File: src/rtl/tsq_pkg.sv
// Package for the transmit/receive switching sequencer.
// Holds sizes, register indexes, phase codes and the transaction structs.
// No dependencies; every other file imports it.
package tsq_pkg;

   localparam int HISTORY_BITS    = 32;
   localparam int HANG_BITS       = 16;
   localparam int BLINK_BITS      = 7;
   localparam int BLINK_ON_TICKS  = 80;
   localparam int BLINK_OFF_TICKS = 100;
   localparam int DELAY_BITS      = 5;
   localparam int HANG_TICK_BITS  = 16;
   localparam int PHASE_BITS      = 4;

   localparam int CSR_INDEX_BITS = 2;
   localparam int CSR_DATA_BITS  = 16;

   localparam logic [CSR_INDEX_BITS-1:0] CSR_AMP_ENGAGE = 2'd0;
   localparam logic [CSR_INDEX_BITS-1:0] CSR_KEY_DELAY  = 2'd1;
   localparam logic [CSR_INDEX_BITS-1:0] CSR_HANG_TICKS = 2'd2;

   localparam logic [PHASE_BITS-1:0] PH_RX        = 4'd0;
   localparam logic [PHASE_BITS-1:0] PH_TX_EN     = 4'd1;
   localparam logic [PHASE_BITS-1:0] PH_AMP_EN    = 4'd2;
   localparam logic [PHASE_BITS-1:0] PH_PC        = 4'd3;
   localparam logic [PHASE_BITS-1:0] PH_PC_EXIT   = 4'd4;
   localparam logic [PHASE_BITS-1:0] PH_RAMP_UP   = 4'd5;
   localparam logic [PHASE_BITS-1:0] PH_STEADY    = 4'd6;
   localparam logic [PHASE_BITS-1:0] PH_RAMP_DOWN = 4'd7;
   localparam logic [PHASE_BITS-1:0] PH_TONE_END  = 4'd8;
   localparam logic [PHASE_BITS-1:0] PH_TONE_IDLE = 4'd9;
   localparam logic [PHASE_BITS-1:0] PH_HANG      = 4'd10;
   localparam logic [PHASE_BITS-1:0] PH_UNMUTE    = 4'd11;
   localparam logic [PHASE_BITS-1:0] PH_EXIT      = 4'd12;

   typedef struct packed {
      logic key_in;
      logic pc_request;
      logic inhibit;
      logic host_ready;
      logic tx_lo_available;
      logic ramp_up_done;
      logic ramp_down_done;
   } req_type;

   typedef struct packed {
      logic                  tx_enable;
      logic                  rx_enable;
      logic                  amp_release;
      logic                  led;
      logic [PHASE_BITS-1:0] phase_code;
      logic                  tx_lo_select;
      logic                  tone_phase_clear;
      logic                  rx_mute_start;
   } rsp_type;

   typedef struct packed {
      logic                      amp_engage;
      logic [DELAY_BITS-1:0]     key_delay;
      logic [HANG_TICK_BITS-1:0] hang_ticks;
   } cfg_type;

endpackage

File: src/rtl/tsq_in_stage.sv
// Input register of the sequencer: captures one request transaction.
// Depends on tsq_pkg for the request struct.
module tsq_in_stage (
   input  logic             clock,
   input  logic             reset,
   input  logic             req_valid,
   output logic             req_stall,
   input  tsq_pkg::req_type req_data,
   input  logic             out_ready,
   output logic             item_valid,
   output tsq_pkg::req_type item_data
);
   import tsq_pkg::*;

   logic    valid_ff, valid_in;
   req_type data_ff;
   logic    can_load;

   always_comb begin
      can_load = !valid_ff || out_ready;
      valid_in = can_load ? req_valid : valid_ff;
   end

   always_ff @(posedge clock) begin
      if (reset) begin
         valid_ff <= 1'b0;
      end else begin
         valid_ff <= valid_in;
      end
   end

   always_ff @(posedge clock) begin
      if (can_load && req_valid) begin
         data_ff <= req_data;
      end
   end

   assign req_stall  = !can_load;
   assign item_valid = valid_ff;
   assign item_data  = data_ff;

endmodule

File: src/rtl/tsq_core.sv
// Sequencing core: key history, phase machine and control levels.
// Updates its state once per tick and gives the tick's result combinationally.
// Depends on tsq_pkg.
module tsq_core (
   input  logic             clock,
   input  logic             reset,
   input  logic             advance,
   input  tsq_pkg::req_type item,
   input  tsq_pkg::cfg_type cfg,
   output tsq_pkg::rsp_type result
);
   import tsq_pkg::*;

   logic [PHASE_BITS-1:0]   phase_ff, phase_in;
   logic [HISTORY_BITS-1:0] history_ff, history_in;
   logic [DELAY_BITS-1:0]   delay_ff, delay_in;
   logic                    amp_sel_ff, amp_sel_in;
   logic [HANG_BITS-1:0]    hang_ff, hang_in;
   logic [BLINK_BITS-1:0]   blink_ff, blink_in;
   logic                    pc_active_ff, pc_active_in;
   logic                    rx_ff, rx_in;
   logic                    tx_ff, tx_in;
   logic                    amp_ff, amp_in;
   logic                    led_ff, led_in;
   logic                    lo_ff, lo_in;

   logic [HISTORY_BITS-1:0] tap_vec;
   logic [HISTORY_BITS-1:0] shifted;
   logic                    tap_any;
   logic                    down;
   logic                    ptt;
   logic [BLINK_BITS-1:0]   blink_dec;
   logic [HANG_BITS-1:0]    hang_dec;
   logic                    clear_pulse;
   logic                    mute_pulse;

   always_comb begin
      for (int i = 0; i < HISTORY_BITS; i++) begin
         tap_vec[i] = (i == int'(delay_ff));
      end
      tap_any    = |tap_vec;
      shifted[0] = item.key_in;
      for (int i = 1; i < HISTORY_BITS; i++) begin
         shifted[i] = history_ff[i-1] && tap_any && ((i - 1) < int'(delay_ff));
      end
      down      = |(shifted & tap_vec);
      ptt       = |shifted;
      blink_dec = blink_ff - 1'b1;
      hang_dec  = hang_ff - 1'b1;
   end

   always_comb begin
      phase_in     = phase_ff;
      history_in   = shifted;
      delay_in     = delay_ff;
      amp_sel_in   = amp_sel_ff;
      hang_in      = hang_ff;
      blink_in     = blink_ff;
      pc_active_in = pc_active_ff;
      rx_in        = rx_ff;
      tx_in        = tx_ff;
      amp_in       = amp_ff;
      led_in       = led_ff;
      lo_in        = lo_ff;
      clear_pulse  = 1'b0;
      mute_pulse   = 1'b0;

      case (phase_ff)
         PH_RX: begin
            amp_sel_in = cfg.amp_engage;
            if (delay_ff != cfg.key_delay) begin
               delay_in   = cfg.key_delay;
               history_in = '0;
            end
            if (!item.inhibit && item.host_ready && (item.pc_request || item.key_in)) begin
               if (item.pc_request) begin
                  pc_active_in = 1'b1;
               end
               phase_in    = PH_TX_EN;
               clear_pulse = 1'b1;
               lo_in       = !item.pc_request && item.tx_lo_available;
               rx_in       = 1'b0;
            end
         end
         PH_TX_EN: begin
            tx_in    = 1'b1;
            phase_in = PH_AMP_EN;
         end
         PH_AMP_EN: begin
            if (amp_sel_ff) begin
               amp_in = 1'b0;
            end
            if (pc_active_ff) begin
               phase_in = PH_PC;
            end else if (down) begin
               phase_in = PH_RAMP_UP;
            end else begin
               phase_in = PH_TONE_IDLE;
            end
            blink_in = BLINK_BITS'(1);
         end
         PH_PC: begin
            if (item.pc_request) begin
               if (blink_dec == '0) begin
                  blink_in = led_ff ? BLINK_BITS'(BLINK_OFF_TICKS) : BLINK_BITS'(BLINK_ON_TICKS);
                  led_in   = !led_ff;
               end else begin
                  blink_in = blink_dec;
               end
            end else begin
               tx_in    = 1'b0;
               led_in   = 1'b0;
               amp_in   = 1'b1;
               phase_in = PH_PC_EXIT;
            end
         end
         PH_PC_EXIT: begin
            rx_in        = 1'b1;
            phase_in     = PH_RX;
            pc_active_in = 1'b0;
         end
         PH_RAMP_UP: begin
            if (item.ramp_up_done) begin
               phase_in = PH_STEADY;
            end
         end
         PH_STEADY: begin
            if (!down) begin
               phase_in    = PH_RAMP_DOWN;
               clear_pulse = 1'b1;
            end
         end
         PH_RAMP_DOWN: begin
            if (item.ramp_down_done) begin
               phase_in = PH_TONE_END;
            end
         end
         PH_TONE_END, PH_TONE_IDLE: begin
            clear_pulse = (phase_ff == PH_TONE_END);
            if (down) begin
               phase_in = PH_RAMP_UP;
            end else if (!ptt) begin
               if (cfg.hang_ticks == '0) begin
                  tx_in    = 1'b0;
                  led_in   = 1'b0;
                  amp_in   = 1'b1;
                  phase_in = PH_UNMUTE;
               end else begin
                  phase_in = PH_HANG;
                  hang_in  = HANG_BITS'(cfg.hang_ticks);
               end
            end
         end
         PH_HANG: begin
            if (down) begin
               phase_in = PH_RAMP_UP;
            end else if (ptt) begin
               phase_in = (delay_ff == '0) ? PH_RAMP_UP : PH_TONE_IDLE;
            end else begin
               hang_in = hang_dec;
               if (hang_dec == '0) begin
                  tx_in       = 1'b0;
                  led_in      = 1'b0;
                  amp_in      = 1'b1;
                  phase_in    = PH_UNMUTE;
                  clear_pulse = 1'b1;
               end
            end
         end
         PH_UNMUTE: begin
            if (ptt) begin
               phase_in = PH_TX_EN;
            end else begin
               rx_in       = 1'b1;
               phase_in    = PH_EXIT;
               clear_pulse = 1'b1;
               lo_in       = 1'b0;
            end
         end
         PH_EXIT: begin
            if (ptt) begin
               phase_in = PH_TX_EN;
               lo_in    = item.tx_lo_available;
               rx_in    = 1'b0;
            end else begin
               phase_in   = PH_RX;
               mute_pulse = 1'b1;
            end
         end
         default: begin
            phase_in = PH_RX;
         end
      endcase

      result.tx_enable        = tx_in;
      result.rx_enable        = rx_in;
      result.amp_release      = amp_in;
      result.led              = led_in;
      result.phase_code       = phase_in;
      result.tx_lo_select     = lo_in;
      result.tone_phase_clear = clear_pulse;
      result.rx_mute_start    = mute_pulse;
   end

   always_ff @(posedge clock) begin
      if (reset) begin
         phase_ff     <= PH_RX;
         history_ff   <= '0;
         delay_ff     <= DELAY_BITS'(1);
         amp_sel_ff   <= 1'b0;
         hang_ff      <= '0;
         blink_ff     <= '0;
         pc_active_ff <= 1'b0;
         rx_ff        <= 1'b1;
         tx_ff        <= 1'b0;
         amp_ff       <= 1'b1;
         led_ff       <= 1'b0;
         lo_ff        <= 1'b0;
      end else if (advance) begin
         phase_ff     <= phase_in;
         history_ff   <= history_in;
         delay_ff     <= delay_in;
         amp_sel_ff   <= amp_sel_in;
         hang_ff      <= hang_in;
         blink_ff     <= blink_in;
         pc_active_ff <= pc_active_in;
         rx_ff        <= rx_in;
         tx_ff        <= tx_in;
         amp_ff       <= amp_in;
         led_ff       <= led_in;
         lo_ff        <= lo_in;
      end
   end

   a_tx_rx_exclusive: assert property (@(posedge clock) disable iff (reset)
      !(tx_ff && rx_ff))
      else $error("Transmitter and receiver are enabled together.");

   a_led_needs_tx: assert property (@(posedge clock) disable iff (reset)
      led_ff |-> tx_ff)
      else $error("LED is lit while the transmitter is off.");

   a_amp_needs_tx: assert property (@(posedge clock) disable iff (reset)
      !amp_ff |-> tx_ff)
      else $error("Amplifier is engaged while the transmitter is off.");

   a_tx_enable_step: assert property (@(posedge clock) disable iff (reset)
      (advance && phase_ff == PH_TX_EN) |=> (tx_ff && phase_ff == PH_AMP_EN))
      else $error("Transmit enable phase did not enable the transmitter.");

endmodule

File: src/rtl/tsq_out_stage.sv
// Result register of the sequencer: holds one response transaction.
// Depends on tsq_pkg for the response struct.
module tsq_out_stage (
   input  logic             clock,
   input  logic             reset,
   input  logic             advance,
   input  tsq_pkg::rsp_type result,
   output logic             out_ready,
   output logic             rsp_valid,
   input  logic             rsp_stall,
   output tsq_pkg::rsp_type rsp_data
);
   import tsq_pkg::*;

   logic    valid_ff, valid_in;
   rsp_type data_ff;

   always_comb begin
      out_ready = !valid_ff || !rsp_stall;
      valid_in  = out_ready ? advance : valid_ff;
   end

   always_ff @(posedge clock) begin
      if (reset) begin
         valid_ff <= 1'b0;
      end else begin
         valid_ff <= valid_in;
      end
   end

   always_ff @(posedge clock) begin
      if (advance) begin
         data_ff <= result;
      end
   end

   assign rsp_valid = valid_ff;
   assign rsp_data  = data_ff;

endmodule

File: src/rtl/tx_rx_switch_sequencer.sv
// Top level of the transmit/receive switching sequencer.
// Holds the configuration registers and joins input stage, core and result stage.
// Depends on tsq_pkg, tsq_in_stage, tsq_core and tsq_out_stage.
//
// Each request transaction is one tick and yields exactly one response transaction
// showing the control levels after that tick and the pulses made during it. One
// tick is accepted every clock cycle while the response side does not stall; a
// request passes the input register, the single pass of phase logic and the
// result register. A stall on the response side holds the result register and
// then backs up into the input register, so throughput returns to one per cycle
// as soon as the stall drops. Configuration writes take effect on the next tick.
module tx_rx_switch_sequencer (
   input  logic                               clock,
   input  logic                               reset,
   input  logic                               req_valid,
   output logic                               req_stall,
   input  tsq_pkg::req_type                   req_data,
   output logic                               rsp_valid,
   input  logic                               rsp_stall,
   output tsq_pkg::rsp_type                   rsp_data,
   input  logic                               csr_we,
   input  logic [tsq_pkg::CSR_INDEX_BITS-1:0] csr_index,
   input  logic [tsq_pkg::CSR_DATA_BITS-1:0]  csr_wdata
);
   import tsq_pkg::*;

   cfg_type cfg_ff, cfg_in;
   logic    out_ready;
   logic    item_valid;
   req_type item_data;
   logic    advance;
   rsp_type result;

   always_comb begin
      cfg_in = cfg_ff;
      if (csr_we) begin
         case (csr_index)
            CSR_AMP_ENGAGE: cfg_in.amp_engage = csr_wdata[0];
            CSR_KEY_DELAY:  cfg_in.key_delay  = csr_wdata[DELAY_BITS-1:0];
            CSR_HANG_TICKS: cfg_in.hang_ticks = csr_wdata[HANG_TICK_BITS-1:0];
            default:        cfg_in = cfg_ff;
         endcase
      end
   end

   always_ff @(posedge clock) begin
      if (reset) begin
         cfg_ff <= '0;
      end else begin
         cfg_ff <= cfg_in;
      end
   end

   assign advance = item_valid && out_ready;

   tsq_in_stage u_in_stage (
      .clock      (clock),
      .reset      (reset),
      .req_valid  (req_valid),
      .req_stall  (req_stall),
      .req_data   (req_data),
      .out_ready  (out_ready),
      .item_valid (item_valid),
      .item_data  (item_data)
   );

   tsq_core u_core (
      .clock   (clock),
      .reset   (reset),
      .advance (advance),
      .item    (item_data),
      .cfg     (cfg_ff),
      .result  (result)
   );

   tsq_out_stage u_out_stage (
      .clock     (clock),
      .reset     (reset),
      .advance   (advance),
      .result    (result),
      .out_ready (out_ready),
      .rsp_valid (rsp_valid),
      .rsp_stall (rsp_stall),
      .rsp_data  (rsp_data)
   );

endmodule
File: config.mk
export PLATFORM = sky130hd
export DESIGN_NAME = tx_rx_switch_sequencer
export DESIGN_NICKNAME = d
export VERILOG_FILES = /design/src/rtl/tsq_pkg.sv /design/src/rtl/tsq_in_stage.sv /design/src/rtl/tsq_core.sv /design/src/rtl/tsq_out_stage.sv /design/src/rtl/tx_rx_switch_sequencer.sv
export SDC_FILE = /design/constraint.sdc
export NUM_CORES = 1
export LEC_CHECK = 0
export BUFFER_PORTS_ARGS = -buffer_cell sky130_fd_sc_hd__buf_2
export CAP_MARGIN = 20
export CORE_ASPECT_RATIO = 0.9
export CORE_MARGIN = 4
export CORE_UTILIZATION = 33
export CTS_BUF_LIST = sky130_fd_sc_hd__clkbuf_16
export DETAILED_ROUTE_END_ITERATION = 12
export PLACE_DENSITY_LB_ADDON = 0.05
export SKIP_LAST_GASP = 1
export SLEW_MARGIN = 20
export SYNTH_ARGS = -nofsm -noshare
export SYNTH_HDL_FRONTEND = slang
export SYNTH_HIERARCHICAL = 1
export SYNTH_SLANG_ARGS = --single-unit
export TNS_END_PERCENT = 30
File: constraint.sdc
create_clock -name clock -period 3.9 [get_ports clock]
set_input_delay 0.585 -clock clock [delete_from_list [all_inputs] [get_ports clock]]
set_output_delay 0.585 -clock clock [all_outputs]
set_load 0.1 [all_outputs]
=== Word-level counts from Yosys, hierarchy flattened ===
Index checks and enable logic that the tools add are counted.

* Flip-flop bits (word level): 112
* Output and inout bits: 13
* Word-level logic and storage cells: 292

* $add $sub $neg: 2
* $lt $le $gt $ge: 31
* Equal/unequal tests: 54
* Mux-type cells: 73
* Bitwise logic cells: 1
* Reductions and logical operators: 99

{| class="wikitable"
|+ Operator list
! kind !! number
|-
| 32-bit OR reduction || 3
|-
| 5-bit == test (first input constant) || 16
|-
| 16-bit two-way mux || 5
|-
| 5-bit < comparator (first input constant) || 15
|-
| 1-bit logical AND || 67
|-
| 31-bit two-way mux || 2
|-
| 4-bit two-way mux || 14
|-
| 4-bit one-hot mux with 11 select lines || 1
|-
| 4-bit by 5-bit == test with 1-bit output (first input constant) || 8
|-
| 4-bit by 5-bit < comparator with 1-bit output (first input constant) || 8
|-
| 1-bit two-way mux || 39
|-
| 32-bit AND || 1
|-
| 16-bit logical NOT || 2
|-
| 16-bit one-hot mux with 2 select lines || 1
|-
| 3-bit by 5-bit == test with 1-bit output (first input constant) || 4
|-
| 4-bit == test (second input constant) || 5
|-
| 3-bit by 5-bit < comparator with 1-bit output (first input constant) || 4
|-
| 4-bit by 3-bit == test with 1-bit output (second input constant) || 4
|-
| 16-bit by 1-bit subtractor with 16-bit output (second input constant) || 1
|-
| 7-bit two-way mux || 2
|-
| 2-bit != test (second input constant) || 7
|-
| 7-bit one-hot mux with 2 select lines || 1
|-
| 1-bit one-hot mux with 4 select lines || 3
|-
| 2-bit by 5-bit == test with 1-bit output (first input constant) || 2
|-
| 26 further kinds || 45
|}

=== Logic depth before layout (Yosys ltp) ===
* Depth after elaboration: 9
* Gate-level depth with buffers: 12
* Mapped depth without buffers: 9

=== Modules after synthesis ===
The synthesis kept the hierarchy.

{| class="wikitable"
|+ Modules (own cells, without submodules)
! module !! instances !! cells an instance !! area each (um2)
|-
| tsq_core || 1 || 695 || 4929.7
|-
| tx_rx_switch_sequencer || 1 || 92 || 965.9
|-
| tsq_out_stage || 1 || 15 || 362.8
|-
| tsq_in_stage || 1 || 11 || 260.2
|}

=== Worst setup path after synthesis ===
No wires, ideal clock.

* Path type: flip-flop to flip-flop
* Start point: reg u_core.delay_ff[1]
* End point: reg u_core.hang_ff[9]
* Setup time: 132 ps
* Arrival: 2767 ps
* Slack: 1001 ps
* Stages on the path, launching flop included: 12
* Period minus slack after synthesis: 2899 ps
* Cells stage by stage: dfxtp_1 -> buf_6 -> nor4_2 -> o22ai_1 -> or4_1 -> or3_1 -> buf_6 -> or4_4 -> buf_6 -> buf_6 -> o21ai_1 -> a21oi_1

* Longest elaborated chain between the ends: 8

{| class="wikitable"
|+ RTL lines
! what !! line !! source
|-
| start, declared || tsq_core.sv:16 || <nowiki>logic [DELAY_BITS-1:0] delay_ff, delay_in;</nowiki>
|-
| start signal, assigned || tsq_core.sv:222 || <nowiki>delay_ff <= delay_in;</nowiki>
|-
| 2-bit by 5-bit == test with 1-bit output (tied with other cells) || tsq_core.sv:39 || <nowiki>tap_vec[i] = (i == int'(delay_ff));</nowiki>
|-
| 32-bit OR reduction || tsq_core.sv:41 || <nowiki>tap_any = |tap_vec;</nowiki>
|-
| 1-bit logical AND (2 in series) || tsq_core.sv:44 || <nowiki>shifted[i] = history_ff[i-1] && tap_any && ((i - 1) < int'(delay_ff));</nowiki>
|-
| 32-bit AND || tsq_core.sv:46 || <nowiki>down = |(shifted & tap_vec);</nowiki>
|-
| 32-bit OR reduction || tsq_core.sv:46 ||
|-
| 2-bit != test (no line) || - ||
|-
| 7-bit AND reduction (no line) (*) || - ||
|-
| end signal, assigned || tsq_core.sv:224 || <nowiki>hang_ff <= hang_in;</nowiki>
|-
| end, declared || tsq_core.sv:18 || <nowiki>logic [HANG_BITS-1:0] hang_ff, hang_in;</nowiki>
|}

Mark *: on every way between the ends. The rest lies on a longest branch, timed or not.
A chain may end at the register's enable or synchronous reset.

=== Worst setup path after layout ===
* Start point: reg u_core.delay_ff[4]
* End point: reg u_core.hang_ff[1]

Same word-level chain as after synthesis.

==> impl_metrics.tcl <==
set metrics [dict create \
    cts_tree "built" \
    period_minus_slack_ns 3.40 \
    grt_setup_unrepaired "no" \
    min_path_cells 1 \
    die_h_um 141 \
    grt_pass1_vias 5704 \
    clk_pin_slew_ns 0.08 \
    r2r_cells 7 \
    setup_viol 0 \
    relSlewSlack 0.340 \
    use_met3 0.0317 \
    fmax_ghz 0.294 \
    die_w_um 156 \
    cts-resized-gates 0 \
    io_pins 43 \
    row_count 48 \
    ir_drop_uv 178 \
    cp_max_fo 23 \
    drv_slew 0 \
    synth_top_area_share 0.289 \
    drt_wl_total_um 18900 \
    grt_use_total 0.172 \
    io_buffers 42 \
    coreArea_um2 19300 \
    max_cap_violations 0 \
    busiest_layer "met2" \
    cts_root_buf "clkbuf_16" \
    syn_avg_cell_area_um2 8.02 \
    status "finished clean" \
    insertedDiodeCount 0 \
    clk_latency_ns 0.36 \
    synth.most_common_cell "nand2_1" \
    drive_gt1_frac 0.108 \
    synth_area_leaders "dfxtp_1 29%, edfxtp_1 8.3%, a21oi_1 6.0%" \
    grt_pass1_wl_um 30700 \
    p_per_area_nw_per_um2 345 \
    yosysTopAreaCell "dfxtp_1" \
    yosysSeqAreaShare 0.372 \
    cp_data_required_time_ns 4.14 \
    areaGrowthSynthToFinish_pct 8.73 \
    gp_congestion 0.895 \
    post-dp-hpwl_um 13300 \
    worstSetupEndpointType "flop" \
    final.setup.tns_ns 0 \
    syn_area_um2 6520 \
    dieArea_um2 22100 \
    clock-sinks 112 \
    path_class "reg2reg" \
    final_cells 1065 \
    async_flop_share 0 \
    worstPathArrival_ns 3.64 \
    antenna_found_initial 0 \
    postCtsSetupBuffers 0 \
    final_nets 844 \
    dr.pass1.iters 5 \
    skew_ns 0.00940 \
    synthFlopType "dfxtp_1" \
    hold_buffers 0 \
    start_util 0.338 \
    via_per_inst 5.64 \
    grt_util_met2 0.264 \
    leakagePower_nw 2.45 \
    ant_nets 0 \
    avgRoutedWirePerCell_um 17.8 \
    synth-seq-cells 112 \
    ys_top_cells_by_count "96 x nand2_1, 94 x dfxtp_1, 78 x a21oi_1" \
    fin_crit_sh 0.872 \
    p_total_mw 2.45 \
    drcViolationCount 0 \
    cts_max_path_buffers 2 \
    synth_edf_count 18 \
    synth_cell_type_count 75 \
    hold_viol 0 \
    dpl.cell_count 1049 \
    synth_nets 847 \
    met1_usage 0.251 \
    tightest_slew_ns 0.983 \
    start_kind "flop" \
    synthCells 813 \
    gr-total-overflow 0 \
    vias 6009 \
    htreeDepth 3 \
    numCtsBuffers 9 \
    hold_path.class "in2reg" \
    drt_iter0_markers 518 \
    yosysWarnings 6 \
    grt_max_degree 66 \
]
[routing by layer]
metal / part of all wire / wire, µm
met5: 0 / 0
met4: 0.012 / 219
met3: 0.058 / 1090
met2: 0.44 / 8330
met1: 0.49 / 9300
[layout by cell type, fill, tap and decap left out, types with 9 or more instances in the layout]
master	synthesis	final
nand2_1	96	96
dfxtp_1	94	94
a21oi_1	78	78
nor2_1	64	64
nand2b_1	48	48
buf_2	8	42
mux2i_1	34	34
o21ai_0	31	31
nor3_1	31	31
nand3_1	22	22
edfxtp_1	18	18
buf_4	7	17
nand4_1	17	17
inv_1	12	15
a22oi_1	10	10
nor4_1	10	10
clkbuf_16	0	9
or3_1	9	9
[cell families (layout without fill, tap and decap cells)]
group | count (synthesis) | in the layout | synth area share
compound gates | 207 | 207 | 0.201
xor+xnor | 14 | 14 | 0.0188
fa+ha+maj | 4 | 4 | 0.00768
buf+inv | 87 | 89 | 0.0626
flops | 112 | 112 | 0.372
mux | 36 | 36 | 0.0574
simple gates | 353 | 353 | 0.281
[sequential cells by signal, summed over array words and instances, names as in the netlist, 4 cells and up]
name	flops
u_core/history_ff	31
cfg_ff	22
u_core/hang_ff	16
u_out_stage/rsp_data	11
u_core/blink_ff	7
u_in_stage/item_data	7
u_core/delay_ff	5
u_core/phase_ff	4
[per-stage QoR]
| step | util | area [µm²] | worst slack [ns] | hold slack [ns] |
|---|---|---|---|---|
| finish | 0.368 | 7090 | 0.500 | 0.390 |
| CTS | 0.368 | 7090 | 0.495 | 0.373 |
| detailed placement | 0.354 | 6820 | 0.513 | 0.474 |
| floorplan | - | 6520 | 1.00 | 0.437 |
| global route | 0.368 | 7090 | 0.263 | 0.378 |
| global placement | 0.354 | 6820 | 0.559 | 0.464 |
[final timing paths]
kind,from,endpoint,slack (ns)
worst max register to register,u_core/delay_ff[4],u_core/hang_ff[1],0.50
worst max-delay path,u_core/delay_ff[4],u_core/hang_ff[1],0.50
worst min-delay path,req_data[6],u_in_stage/item_data[6],0.39
worst min register to register,u_core/history_ff[28],u_core/history_ff[28],0.48
[worst max-delay path: stages, from the launching register on]
cell and delay (ns):
dfxtp_1 0.57, or2_1 0.47, o21a_1 0.26, a2111o_1 0.36, or3_1 0.50, or4_4 0.74, a211oi_1 0.31, a211oi_2 0.07
[area by class of cell]
cell class              count  area (µm²)
clock buffers               9         225
repair buffers             59         338
multi-input cells         614        3690
well taps                 250         313
clock inverters             7        42.5
fillers                  2019       12200
inverters                  14        52.6
flip-flops and latches    112        2420
[power by group]
| part | internal (mW) | total [mW] | leakage (nW) | switching [mW] |
|---|---|---|---|---|
| logic | 0.101 | 0.326 | 1.38 | 0.225 |
| clock network | 0.431 | 0.880 | 0.140 | 0.450 |
| registers | 1.20 | 1.24 | 0.929 | 0.0389 |
| total | 1.73 | 2.45 | 2.45 | 0.713 |
No activity file was read; power rests on OpenSTA's default activity.
